$ cat src/sv/irt_pkg.sv
// Shared constants, types and helper functions for the integer to radix text converter.
package irt_pkg;

  parameter int VALUE_BITS_DEF = 32;
  // Quotient bits resolved per divider cycle
  parameter int BITS_PER_CYCLE = 8;

  parameter int RADIX_W = 6;
  parameter int CHAR_W  = 8;

  parameter logic [RADIX_W-1:0] RADIX_MIN   = 6'd2;
  parameter logic [RADIX_W-1:0] RADIX_MAX   = 6'd36;
  parameter logic [RADIX_W-1:0] RADIX_RESET = 6'd10;

  parameter logic [CHAR_W-1:0] CHAR_ZERO     = 8'h30;
  parameter logic [CHAR_W-1:0] CHAR_LETTER_A = 8'h61;
  parameter logic [CHAR_W-1:0] CHAR_MINUS    = 8'h2d;

  typedef enum logic [2:0] {
    ST_IDLE,
    ST_DIVIDE,
    ST_PRIME,
    ST_SIGN,
    ST_SEND
  } irt_state_t;

  typedef struct packed {
    logic start;       // capture input value
    logic divide;      // one divider step
    logic prime;       // first buffer read, most significant digit
    logic emit_sign;   // load '-' into output register
    logic emit_digit;  // load current digit, fetch next one
  } irt_cmd_t;

  typedef struct packed {
    logic div_done;    // final divider cycle with zero quotient
    logic negative;
    logic more;        // digits left below the current one
    logic out_free;    // output register can take a character
  } irt_status_t;

  function automatic logic [RADIX_W-1:0] sat_radix(input logic [RADIX_W-1:0] r);
    logic [RADIX_W-1:0] res;
    res = r;
    if (r < RADIX_MIN) res = RADIX_MIN;
    else if (r > RADIX_MAX) res = RADIX_MAX;
    return res;
  endfunction

  function automatic logic [CHAR_W-1:0] digit_char(input logic [RADIX_W-1:0] d);
    logic [CHAR_W-1:0] c;
    if (d <= 6'd9) c = CHAR_ZERO + CHAR_W'(d);
    else c = CHAR_LETTER_A + CHAR_W'(d) - 8'd10;
    return c;
  endfunction

endpackage

$ cat src/sv/irt_if.sv
// Valid/ready channel interfaces for input numbers, output characters and radix writes.
interface irt_value_if #(parameter int VALUE_BITS = irt_pkg::VALUE_BITS_DEF) ();
  logic                         valid;
  logic                         ready;
  logic signed [VALUE_BITS-1:0] value;
  modport source (output valid, output value, input ready);
  modport sink (input valid, input value, output ready);
endinterface

interface irt_text_if ();
  import irt_pkg::*;
  logic              valid;
  logic              ready;
  logic [CHAR_W-1:0] text_char;
  logic              last_char;
  modport source (output valid, output text_char, output last_char, input ready);
  modport sink (input valid, input text_char, input last_char, output ready);
endinterface

interface irt_cfg_if ();
  import irt_pkg::*;
  logic               valid;
  logic               ready;
  logic [RADIX_W-1:0] radix;
  modport source (output valid, output radix, input ready);
  modport sink (input valid, input radix, output ready);
endinterface

$ cat src/sv/integer_to_radix_text.sv
// Top level: signed integer to ASCII text in a configurable base.
//
//  channel  dir   payload                   transaction
//  number   in    value[VALUE_BITS-1:0]     one integer to convert
//  cfg      in    radix[5:0]                radix write, always ready
//  text     out   text_char[7:0], last_char one character, last flags end
//
// A number is accepted while idle, then the divider does a full division of the
// quotient for each of its D digits (8 quotient bits per cycle), the digit
// buffer is primed, and the characters ('-' plus D digits) are sent in turn.
// Reset: radix 10, idle, output empty; the digit buffer needs no clearing.
// A stalled text channel holds the character and pauses the emit sequence.
module integer_to_radix_text #(
  parameter int VALUE_BITS = irt_pkg::VALUE_BITS_DEF
) (
  input logic         clk,
  input logic         rst,
  irt_value_if.sink   number,
  irt_cfg_if.sink     cfg,
  irt_text_if.source  text
);
  import irt_pkg::*;

  irt_cmd_t    cmd;
  irt_status_t status;

  assign cfg.ready = 1'b1;

  irt_ctrl u_ctrl (
    .clk      (clk),
    .rst      (rst),
    .in_valid (number.valid),
    .in_ready (number.ready),
    .status   (status),
    .cmd      (cmd)
  );

  irt_datapath #(
    .VALUE_BITS (VALUE_BITS)
  ) u_datapath (
    .clk       (clk),
    .rst       (rst),
    .value     (number.value),
    .cfg_valid (cfg.valid),
    .cfg_radix (cfg.radix),
    .cmd       (cmd),
    .status    (status),
    .out_valid (text.valid),
    .out_ready (text.ready),
    .text_char (text.text_char),
    .last_char (text.last_char)
  );

endmodule

$ cat src/sv/irt_ctrl.sv
// Sequencing state machine: capture, divide, prime, then emit sign (if negative) and digits.
module irt_ctrl (
  input  logic                clk,
  input  logic                rst,
  input  logic                in_valid,
  output logic                in_ready,
  input  irt_pkg::irt_status_t status,
  output irt_pkg::irt_cmd_t    cmd
);
  import irt_pkg::*;

  irt_state_t state;
  irt_state_t state_next;

  always_ff @(posedge clk) begin
    if (rst) state <= ST_IDLE;
    else state <= state_next;
  end

  always_comb begin
    state_next = state;
    unique case (state)
      ST_IDLE:   if (in_valid) state_next = ST_DIVIDE;
      ST_DIVIDE: if (status.div_done) state_next = ST_PRIME;
      ST_PRIME:  state_next = status.negative ? ST_SIGN : ST_SEND;
      ST_SIGN:   if (status.out_free) state_next = ST_SEND;
      ST_SEND:   if (status.out_free && !status.more) state_next = ST_IDLE;
      default:   state_next = ST_IDLE;
    endcase
  end

  always_comb begin
    cmd      = '0;
    in_ready = 1'b0;
    unique case (state)
      ST_IDLE: begin
        in_ready  = 1'b1;
        cmd.start = in_valid;
      end
      ST_DIVIDE: cmd.divide = 1'b1;
      ST_PRIME:  cmd.prime = 1'b1;
      ST_SIGN:   cmd.emit_sign = status.out_free;
      ST_SEND:   cmd.emit_digit = status.out_free;
      default: begin
        cmd      = '0;
        in_ready = 1'b0;
      end
    endcase
  end

endmodule

$ cat src/sv/irt_datapath.sv
// Radix register, 8-bit-per-cycle divider, digit buffer and output register.
module irt_datapath #(
  parameter int VALUE_BITS = irt_pkg::VALUE_BITS_DEF
) (
  input  logic                         clk,
  input  logic                         rst,
  input  logic signed [VALUE_BITS-1:0] value,
  input  logic                         cfg_valid,
  input  logic [irt_pkg::RADIX_W-1:0]  cfg_radix,
  input  irt_pkg::irt_cmd_t            cmd,
  output irt_pkg::irt_status_t         status,
  output logic                         out_valid,
  input  logic                         out_ready,
  output logic [irt_pkg::CHAR_W-1:0]   text_char,
  output logic                         last_char
);
  import irt_pkg::*;

  localparam int STEPS = (VALUE_BITS + BITS_PER_CYCLE - 1) / BITS_PER_CYCLE;
  localparam int PW    = STEPS * BITS_PER_CYCLE;
  localparam int SW    = (STEPS > 1) ? $clog2(STEPS) : 1;
  localparam int AW    = $clog2(VALUE_BITS);
  localparam int CW    = $clog2(VALUE_BITS + 1);

  logic [RADIX_W-1:0]    radix;
  logic [PW-1:0]         quo;
  logic [RADIX_W-1:0]    rem;
  logic [SW-1:0]         step;
  logic                  neg;
  logic [CW-1:0]         cnt;
  logic [AW-1:0]         rd_ptr;
  logic [RADIX_W-1:0]    digit_q;
  logic [RADIX_W-1:0]    mem [VALUE_BITS];

  logic [VALUE_BITS-1:0] v_u;
  logic [VALUE_BITS-1:0] mag;
  logic [PW-1:0]         quo_w;
  logic [RADIX_W-1:0]    rem_w;
  logic [RADIX_W:0]      trial;
  logic                  last_step;
  logic                  wr_en;
  logic                  rd_en;
  logic [AW-1:0]         rd_addr;
  logic                  load_out;

  assign v_u = value;
  assign mag = v_u[VALUE_BITS-1] ? (~v_u + {{(VALUE_BITS-1){1'b0}}, 1'b1}) : v_u;

  always_ff @(posedge clk) begin
    if (rst) radix <= RADIX_RESET;
    else if (cfg_valid) radix <= sat_radix(cfg_radix);
  end

  // Restoring division, BITS_PER_CYCLE quotient bits per cycle
  always_comb begin
    rem_w = rem;
    quo_w = quo;
    trial = '0;
    for (int i = 0; i < BITS_PER_CYCLE; i++) begin
      trial = {rem_w, quo_w[PW-1]};
      quo_w = {quo_w[PW-2:0], 1'b0};
      if (trial >= {1'b0, radix}) begin
        rem_w    = RADIX_W'(trial - {1'b0, radix});
        quo_w[0] = 1'b1;
      end else begin
        rem_w = trial[RADIX_W-1:0];
      end
    end
  end

  assign last_step = (step == SW'(STEPS - 1));
  assign wr_en     = cmd.divide && last_step;

  always_ff @(posedge clk) begin
    if (cmd.start) begin
      quo  <= PW'(mag);
      rem  <= '0;
      step <= '0;
      cnt  <= '0;
      neg  <= v_u[VALUE_BITS-1];
    end else if (cmd.divide) begin
      quo <= quo_w;
      if (last_step) begin
        rem  <= '0;
        step <= '0;
        cnt  <= cnt + CW'(1);
      end else begin
        rem  <= rem_w;
        step <= step + SW'(1);
      end
    end
  end

  // Digit buffer, least significant digit written first
  always_ff @(posedge clk) begin
    if (wr_en) mem[cnt[AW-1:0]] <= rem_w;
  end

  assign rd_en   = cmd.prime || (cmd.emit_digit && (rd_ptr != '0));
  assign rd_addr = cmd.prime ? AW'(cnt - CW'(1)) : rd_ptr - AW'(1);

  always_ff @(posedge clk) begin
    if (rd_en) begin
      digit_q <= mem[rd_addr];
      rd_ptr  <= rd_addr;
    end
  end

  assign load_out = cmd.emit_sign || cmd.emit_digit;

  always_ff @(posedge clk) begin
    if (rst) out_valid <= 1'b0;
    else if (load_out) out_valid <= 1'b1;
    else if (out_ready) out_valid <= 1'b0;
  end

  always_ff @(posedge clk) begin
    if (cmd.emit_sign) begin
      text_char <= CHAR_MINUS;
      last_char <= 1'b0;
    end else if (cmd.emit_digit) begin
      text_char <= digit_char(digit_q);
      last_char <= (rd_ptr == '0);
    end
  end

  assign status.div_done = last_step && (quo_w == '0);
  assign status.negative = neg;
  assign status.more     = (rd_ptr != '0);
  assign status.out_free = !out_valid || out_ready;

endmodule

$ cat src/flat_wrapper.sv
// flat-port wrapper written by rule: the top's interface ports become plain ports
module integer_to_radix_text_flat import irt_pkg::*;
#(
  parameter int VALUE_BITS = irt_pkg::VALUE_BITS_DEF
)
  (clk, rst, number_valid, number_value, number_ready, cfg_valid, cfg_radix, cfg_ready, text_valid, text_text_char, text_last_char, text_ready);
  irt_value_if #(.VALUE_BITS(VALUE_BITS)) number_i ();
  irt_cfg_if cfg_i ();
  irt_text_if text_i ();
  input logic clk;
  input logic rst;
  input wire logic [$bits(number_i.valid)-1:0] number_valid;
  input wire logic [$bits(number_i.value)-1:0] number_value;
  output wire logic [$bits(number_i.ready)-1:0] number_ready;
  input wire logic [$bits(cfg_i.valid)-1:0] cfg_valid;
  input wire logic [$bits(cfg_i.radix)-1:0] cfg_radix;
  output wire logic [$bits(cfg_i.ready)-1:0] cfg_ready;
  output wire logic [$bits(text_i.valid)-1:0] text_valid;
  output wire logic [$bits(text_i.text_char)-1:0] text_text_char;
  output wire logic [$bits(text_i.last_char)-1:0] text_last_char;
  input wire logic [$bits(text_i.ready)-1:0] text_ready;
  assign number_i.valid = number_valid;
  assign number_i.value = number_value;
  assign number_ready = number_i.ready;
  assign cfg_i.valid = cfg_valid;
  assign cfg_i.radix = cfg_radix;
  assign cfg_ready = cfg_i.ready;
  assign text_valid = text_i.valid;
  assign text_text_char = text_i.text_char;
  assign text_last_char = text_i.last_char;
  assign text_i.ready = text_ready;
  integer_to_radix_text #(.VALUE_BITS(VALUE_BITS)) u_core (.clk(clk), .rst(rst), .number(number_i), .cfg(cfg_i), .text(text_i));
endmodule
$ cat config.mk
export PLATFORM = sky130hd
export DESIGN_NAME = integer_to_radix_text_flat
export DESIGN_NICKNAME = d
export VERILOG_FILES = /design/src/sv/irt_pkg.sv /design/src/sv/irt_if.sv /design/src/sv/integer_to_radix_text.sv /design/src/sv/irt_ctrl.sv /design/src/sv/irt_datapath.sv /design/src/flat_wrapper.sv
export SDC_FILE = /design/constraint.sdc
export NUM_CORES = 1
export LEC_CHECK = 0
export BUFFER_PORTS_ARGS = -buffer_cell sky130_fd_sc_hd__clkbuf_2
export CAP_MARGIN = 20
export CORE_MARGIN = 2
export CORE_UTILIZATION = 35
export CTS_CLUSTER_DIAMETER = 60
export CTS_CLUSTER_SIZE = 28
export DETAILED_ROUTE_END_ITERATION = 10
export GPL_TIMING_DRIVEN = 0
export SLEW_MARGIN = 20
export SYNTH_ARGS = -nofsm -noshare
export SYNTH_HDL_FRONTEND = slang
export SYNTH_SLANG_ARGS = --single-unit
$ cat constraint.sdc
create_clock -name clk -period 17.2 [get_ports clk]
set_clock_uncertainty 0.15 [all_clocks]
set_input_delay 2.58 -clock clk [delete_from_list [all_inputs] [get_ports clk]]
set_output_delay 2.58 -clock clk [all_outputs]
set_load 0.01 [all_outputs]
# Word level (Yosys, flattened, before mapping)
# Memory sizes are Yosys's and may differ from the RTL's. A register that Yosys moved wholly into a read port is not among the register bits.
# Cells that the tools add are included.
# op_classes
n_eq_ne	9
muxes	41
n_lt_le_gt_ge	11
reduce_logical	17
n_bitwise	1
addsub	16
# op_table
cell	n
32-bit 2-to-1 mux	3
6-bit 2-to-1 mux	11
7-bit by 6-bit >= comparator with 1-bit output	8
6-bit subtractor	8
32-bit by 1-bit adder with 32-bit output (second input constant)	1
32-bit logical NOT	1
32-bit NOT	1
1-bit 2-to-1 mux	18
3-bit 2-to-1 mux	5
3-bit one-hot mux with 5 select lines	1
5-bit by 1-bit subtractor with 5-bit output (second input constant)	2
7-bit by 6-bit adder with 8-bit output (first input constant)	1
8-bit 2-to-1 mux	1
8-bit by 4-bit subtractor with 8-bit output (second input constant)	1
6-bit by 6-bit adder with 7-bit output (first input constant)	1
6-bit by 1-bit adder with 6-bit output (second input constant)	1
3-bit by 2-bit == test with 1-bit output (second input constant)	2
6-bit greater-than comparator (second input constant)	1
6-bit by 4-bit less-or-equal comparator with 1-bit output (second input constant)	1
6-bit by 2-bit less-than comparator with 1-bit output (second input constant)	1
2-bit != test (second input constant)	3
5-bit logical NOT	1
5-bit 2-to-1 mux	1
5-bit nonzero test	1
other kinds (13)	20
# totals
mem_bits_rw	192
n_memories	1
reg_bits	71
# memory_table
name	depth	width	rd	rd_ports_with_merged_regs	write_ports	line	source
u_core.u_datapath.mem	32	6	1	1	1	irt_datapath.sv:33	logic [RADIX_W-1:0] mem [VALUE_BITS];

# Logic depth before layout (Yosys ltp)
# logic_depth
ltp_word	20
mapped_depth	82
ltp_nobuf	78

# Hierarchy
# From an unflattened synthesis, not the netlist that was laid out.
# hier_totals
cells_unflattened	1155
area_unflattened_um2	14503.9
# modules_own_cells
module	cells_each	seq_area_each_um2	area_each_um2	instances
irt_datapath	1121	7667.4	14234.9	1
irt_ctrl	32	60.1	257.7	1
integer_to_radix_text	2	0.0	11.3	1

# Least setup slack after synthesis
# Ideal clock, no wire load.
# synth_path
path_type	reg2reg
from	register u_core.u_datapath.radix[1]
to	memory u_core.u_datapath.mem[0][0] (data pin)
stages_incl_launch_ff	77
setup_time_ns	0.392
required_time_ns	16.658
slack_ns	0.462
arrival_ns	16.196
path_buffers	5
cell_sequence	dfxtp_1 inv_1 ha_1 nand2b_1 a31o_1 a31oi_4 nor2_1 nor2_1 inv_1 ha_1 nor2b_1 o31a_1 o311ai_1 o211a_1 buf_2 clkbuf_1 o21ai_0 ha_1 (+41 left out) nor2b_1 o21ai_0 nand2b_1 a21o_1 a21o_1 a211oi_1 o311ai_4 a21oi_1 ha_1 a21o_1 a21o_1 a21o_1 a21o_1 a31o_2 a21oi_1 o211a_1 buf_6 mux2i_1
# synth_via
elab_chain_len	16
word_cells_on_any_way	23
cone_classes	7 x add/sub; 8 x order compare; 8 x mux
# synth_rtl
item	line	source
from (decl)	irt_datapath.sv:25	logic [RADIX_W-1:0] radix;
from (signal assigned)	irt_datapath.sv:51	else if (cfg_valid) radix <= sat_radix(cfg_radix);
6-bit subtractor or 7-bit by 6-bit >= comparator with 1-bit output (tied branches)	irt_datapath.sv:63, irt_datapath.sv:62	
6-bit 2-to-1 mux	irt_datapath.sv:62	if (trial >= {1'b0, radix}) begin
6-bit subtractor or 7-bit by 6-bit >= comparator with 1-bit output (tied branches)	irt_datapath.sv:63, irt_datapath.sv:62	
6-bit 2-to-1 mux	irt_datapath.sv:62	
6-bit subtractor or 7-bit by 6-bit >= comparator with 1-bit output (tied branches)	irt_datapath.sv:63, irt_datapath.sv:62	
6-bit 2-to-1 mux	irt_datapath.sv:62	
6-bit subtractor or 7-bit by 6-bit >= comparator with 1-bit output (tied branches)	irt_datapath.sv:63, irt_datapath.sv:62	
6-bit 2-to-1 mux	irt_datapath.sv:62	
6-bit subtractor or 7-bit by 6-bit >= comparator with 1-bit output (tied branches)	irt_datapath.sv:63, irt_datapath.sv:62	
6-bit 2-to-1 mux	irt_datapath.sv:62	
7-bit by 6-bit >= comparator with 1-bit output or 6-bit subtractor (tied branches)	irt_datapath.sv:62, irt_datapath.sv:63	
6-bit 2-to-1 mux	irt_datapath.sv:62	
6-bit subtractor or 7-bit by 6-bit >= comparator with 1-bit output (tied branches)	irt_datapath.sv:63, irt_datapath.sv:62	
6-bit 2-to-1 mux	irt_datapath.sv:62	
7-bit by 6-bit >= comparator with 1-bit output *	irt_datapath.sv:62	
6-bit 2-to-1 mux *	irt_datapath.sv:62	
net u_core.u_datapath.rem_w[0]	irt_datapath.sv:38	logic [RADIX_W-1:0] rem_w;
to (decl)	irt_datapath.sv:33	
# Mark *: on every way through the listed nets, which the timed path passes. The rest lies on a longest branch.

# Final worst setup path
# layout_path
from	register u_core.u_datapath.radix[3]
to	memory u_core.u_datapath.mem[4][3] (data pin)
# layout_via
elab_chain_len	16
word_cells_on_any_way	24
cone_classes	8 x add/sub; 8 x order compare; 8 x mux
# layout_rtl
item	line
6-bit subtractor or 7-bit by 6-bit >= comparator with 1-bit output (tied branches)	irt_datapath.sv:63, irt_datapath.sv:62
6-bit 2-to-1 mux	irt_datapath.sv:62
6-bit subtractor or 7-bit by 6-bit >= comparator with 1-bit output (tied branches)	irt_datapath.sv:63, irt_datapath.sv:62
6-bit 2-to-1 mux	irt_datapath.sv:62
6-bit subtractor or 7-bit by 6-bit >= comparator with 1-bit output (tied branches)	irt_datapath.sv:63, irt_datapath.sv:62
6-bit 2-to-1 mux	irt_datapath.sv:62
7-bit by 6-bit >= comparator with 1-bit output or 6-bit subtractor (tied branches)	irt_datapath.sv:62, irt_datapath.sv:63
6-bit 2-to-1 mux	irt_datapath.sv:62
6-bit subtractor or 7-bit by 6-bit >= comparator with 1-bit output (tied branches)	irt_datapath.sv:63, irt_datapath.sv:62
6-bit 2-to-1 mux	irt_datapath.sv:62
6-bit subtractor or 7-bit by 6-bit >= comparator with 1-bit output (tied branches)	irt_datapath.sv:63, irt_datapath.sv:62
6-bit 2-to-1 mux	irt_datapath.sv:62
7-bit by 6-bit >= comparator with 1-bit output or 6-bit subtractor (tied branches)	irt_datapath.sv:62, irt_datapath.sv:63
6-bit 2-to-1 mux	irt_datapath.sv:62
6-bit subtractor or 7-bit by 6-bit >= comparator with 1-bit output (tied branches)	irt_datapath.sv:63, irt_datapath.sv:62
6-bit 2-to-1 mux *	irt_datapath.sv:62
# Mark *: on every way between the ends. The rest lies on a longest branch, timed or not.

==> results.md <==
- Post-synth EDFFs: 236
- Ys async rst share: 0%
- Area delta synth->final: 15.8%
- Hold Vio Cnt, Final: 0
- Vias per inst: about 5.4
- Status: finished clean
- Startpoint type of the worst setup path: flop
- FILL cells: 3,714
- Slowest cell delay on critical path: 0.46 ns
- Initial Util: 35.7%
- Final Max Slew Viols: 0
- Top FF cell, synth: edfxtp_1
- Hold Crit Class: flop to flop
- Final setup fails: 0
- First-pass GRT wire length: 53,700 um
- Drt drc: 0
- Number of port buffers: 52
- Cells after synthesis: 1,124
- CP bufs+invs: 12
- H-tree depth: 1
- Initial antenna violation count: 1
- Worst EP arrival: 16.27 ns
- Finished Core Util: 41.3%
- HPWL after DPL: 23,000 um
- Min Tclk post-route: 16.18 ns
- Die area: 42,400 sq um
- GPL Wtd Cong: 0.847
- Worst hold slack: 0.321 ns
- Register area: 7730 sq um
- WS Path Type: flop to flop
- WL final: 35,300 um
- DRT iter0 DRCs: 814
- Crit share post-route: 94.0%
- Routed Antenna Nets: 0
- Share of cells above drive strength 1: around a fifth
- Die X: roughly 200 um
- Core area: approximately 40,000 sq um
- Vias in the first global route: between 9k and 10k
- # diodes: 0
- Fin worst setup slack: 1.02 ns
- Clock Latency Late Sink: around 0.53 ns
- Grt ovf: 0
- Worst slew pin tran: roughly 0.93 ns
- DR WL/cell: 19.9 um
- Crit path max fanout: 18
- Layout Nets: around 1.3k
- Num CTS Buffers: 22
- Worst slew margin: 38.3%
- Maxcap violations: 0
- TritonCTS Sinks: 268
- Delay-heaviest family, CP: compound AO/OA/AOI/OAI gates
- Max clock buf depth: 3
- Num ports: 55
- Peak Freq: 61.8 MHz
- Worst Path Required: 17.29 ns
- Avg Inst Size Synth: 12.7 sq um
- Area after DPL: approximately 15,000 sq um
- Post-route cell area: 16,500 sq um
- Vias: 9,551
- Root buf cell: clkbuf_16
- Clock Pin Slew Worst Setup and Hold Paths: 0.08 ns
- Drt pass-1 iters: 6
- GRT Util Overall: 16.4%
- CTS tree: built
- Area of the multi-input gates: 6560 sq um
- Cell variety after synth: 80
- Die H: 206 um
- Synth Warn #: 0
- DP Worst Slack: -2.41 ns
- Post-Syn Nets: 1,236
- Crit end category: flop
- Register area share after synthesis: 54.2%
- Std cell rows: 73
- Synth Register Bits: 268
- Pin count of the biggest net entering global routing: 33
- Cell area after synthesis: 14,300 sq um
- CP max stage cell: mux2_2
==> final timing paths <==
check / from / endpoint / slack (ns) / cells after the start
max: u_core.u_datapath.radix[3] / u_core.u_datapath.mem[4][3] / 1.02 / 76
min: u_core.u_datapath.radix[4] / u_core.u_datapath.radix[4] / 0.32 / 2
max reg2reg: u_core.u_datapath.radix[3] / u_core.u_datapath.mem[4][3] / 1.02 / 76
min reg2reg: u_core.u_datapath.radix[4] / u_core.u_datapath.radix[4] / 0.32 / 2
==> cell usage after synthesis, types with 3 or more instances <==
master      n  area (sq um)
a211oi_1    4          30.0
a21boi_0    3          22.5
a21o_1     16           120
a21oi_1    48           240
a22o_1      6          52.6
a31oi_1     8          50.1
a32oi_1     3          26.3
and2_1      3          18.8
and3_1      3          18.8
buf_1       3          11.3
clkbuf_1   31           116
dfxtp_1    32           641
edfxtp_1  236          7090
fa_1        8           160
ha_1       61           763
inv_1      48           180
mux2_2     25           282
mux2_4      5          75.1
mux2i_1    30           300
mux4_2     48          1080
nand2_1    90           338
nand2b_1   12          75.1
nand3_1    14          70.1
nand3b_1    4          30.0
nand4_1     7          43.8
nor2_1     98           368
nor2b_1    13          81.3
nor3_1     12          60.1
nor3b_1     5          37.5
nor4_1      9          56.3
o211a_1     4          40.0
o211ai_1   12          90.1
o21a_1      5          37.5
o21ai_0    63           315
o21ai_1     4          20.0
o22ai_1     3          18.8
o31a_1      3          26.3
o31ai_1    10          75.1
o41ai_1     4          35.0
or2_2       4          25.0
or3_1      11          68.8
or4_1       5          37.5
xnor2_1    27           236
xor2_1     39           342
==> repair_timing <==
item	in CTS	in global routing
gates cloned	5	6
setup endpoints to repair	201	201
pin swaps	2	8
buffers inserted	8	11
hold endpoints to repair	0	0
gates resized for setup	29	34
hold buffers	0	0
==> placed cells by master (no fill, tap or decap), types with 5 or more instances in the layout <==
cell type / count
or3_1: 11
o21ai_0: 58
nor2b_1: 12
o31ai_1: 9
clkbuf_16: 22
nor4_1: 8
a21o_1: 16
a22o_1: 6
xor2_1: 39
mux2_4: 13
clkbuf_2: 52
xnor2_1: 27
fa_1: 8
nand4_1: 7
o211ai_1: 12
nand2_1: 90
a31oi_1: 7
nand2b_1: 12
o21a_1: 5
mux2_2: 28
dfxtp_1: 30
edfxtp_1: 236
ha_1: 58
o21ai_1: 7
mux4_2: 48
mux2i_1: 27
a21oi_1: 44
buf_4: 20
or4_1: 5
nand3_1: 14
nor3b_1: 5
inv_1: 45
nor3_1: 12
clkbuf_1: 32
nor2_1: 96
==> sequential cells by signal, summed over array words and instances, names as in the netlist <==
name                         flops
u_core.u_ctrl.state              3
u_core.u_datapath.cnt            5
u_core.u_datapath.digit_q        6
u_core.u_datapath.last_char      1
u_core.u_datapath.mem          192
u_core.u_datapath.neg            1
u_core.u_datapath.out_valid      1
u_core.u_datapath.quo           32
u_core.u_datapath.radix          6
u_core.u_datapath.rd_ptr         5
u_core.u_datapath.rem            6
u_core.u_datapath.step           2
u_core.u_datapath.text_char      8
==> worst register-to-register path: cells and delay by family, from the launching register on <==
kind            cells  cell delay (ns)
fa+ha+maj           8             2.47
compound gates     37             7.67
flops               1             0.38
buf+inv            12             1.71
mux                 3             1.07
simple gates       16             2.44
==> layout make-up <==
class	count	area share (%)
flip-flops and latches	268	46.8
multi-input cells	778	39.7
well taps	525	3.97
clock buffers	24	3.38
repair buffers	72	2.63
clock inverters	16	1.23
inverters	50	1.18
plain buffers	39	1.11
==> metal layers <==
| layer | GRT usage [%] | vias to the layer above | wire length (um) |
|---|---|---|---|
| met1 | 22.7 | 4742 | 15900 |
| met5 | 0 | - | 12 |
| met3 | 1.66 | 38 | 1720 |
| met4 | 3.75 | 2 | 586 |
| met2 | 27.9 | 264 | 17100 |
| li1 | - | 4505 | - |
==> metrics by stage <==
stage / setup TNS, ns / instances
6_report: 0 / 1772
3_5_place_dp: -451.35 / 1702
4_1_cts: 0 / 1755
5_1_grt: -0.277 / 1772
2_1_floorplan: 0 / 1124
3_3_place_gp: -440.28 / 1701
==> kinds of logic after synthesis <==
group	count (synthesis)	synth area share, %
and+or+nand+nor	300	9.93
DFF	268	54.2
AOI/OAI and AO/OA	222	10.6
muxes	109	12.3
buffers and inverters	89	2.49
adders and majority gates	69	6.47
xor gates and xnor gates	66	4.05
other	1	0.0263
Power is left out: the tool's default activity adds up to more than one toggle a clock period on the data nets, which glitch-free logic cannot reach.
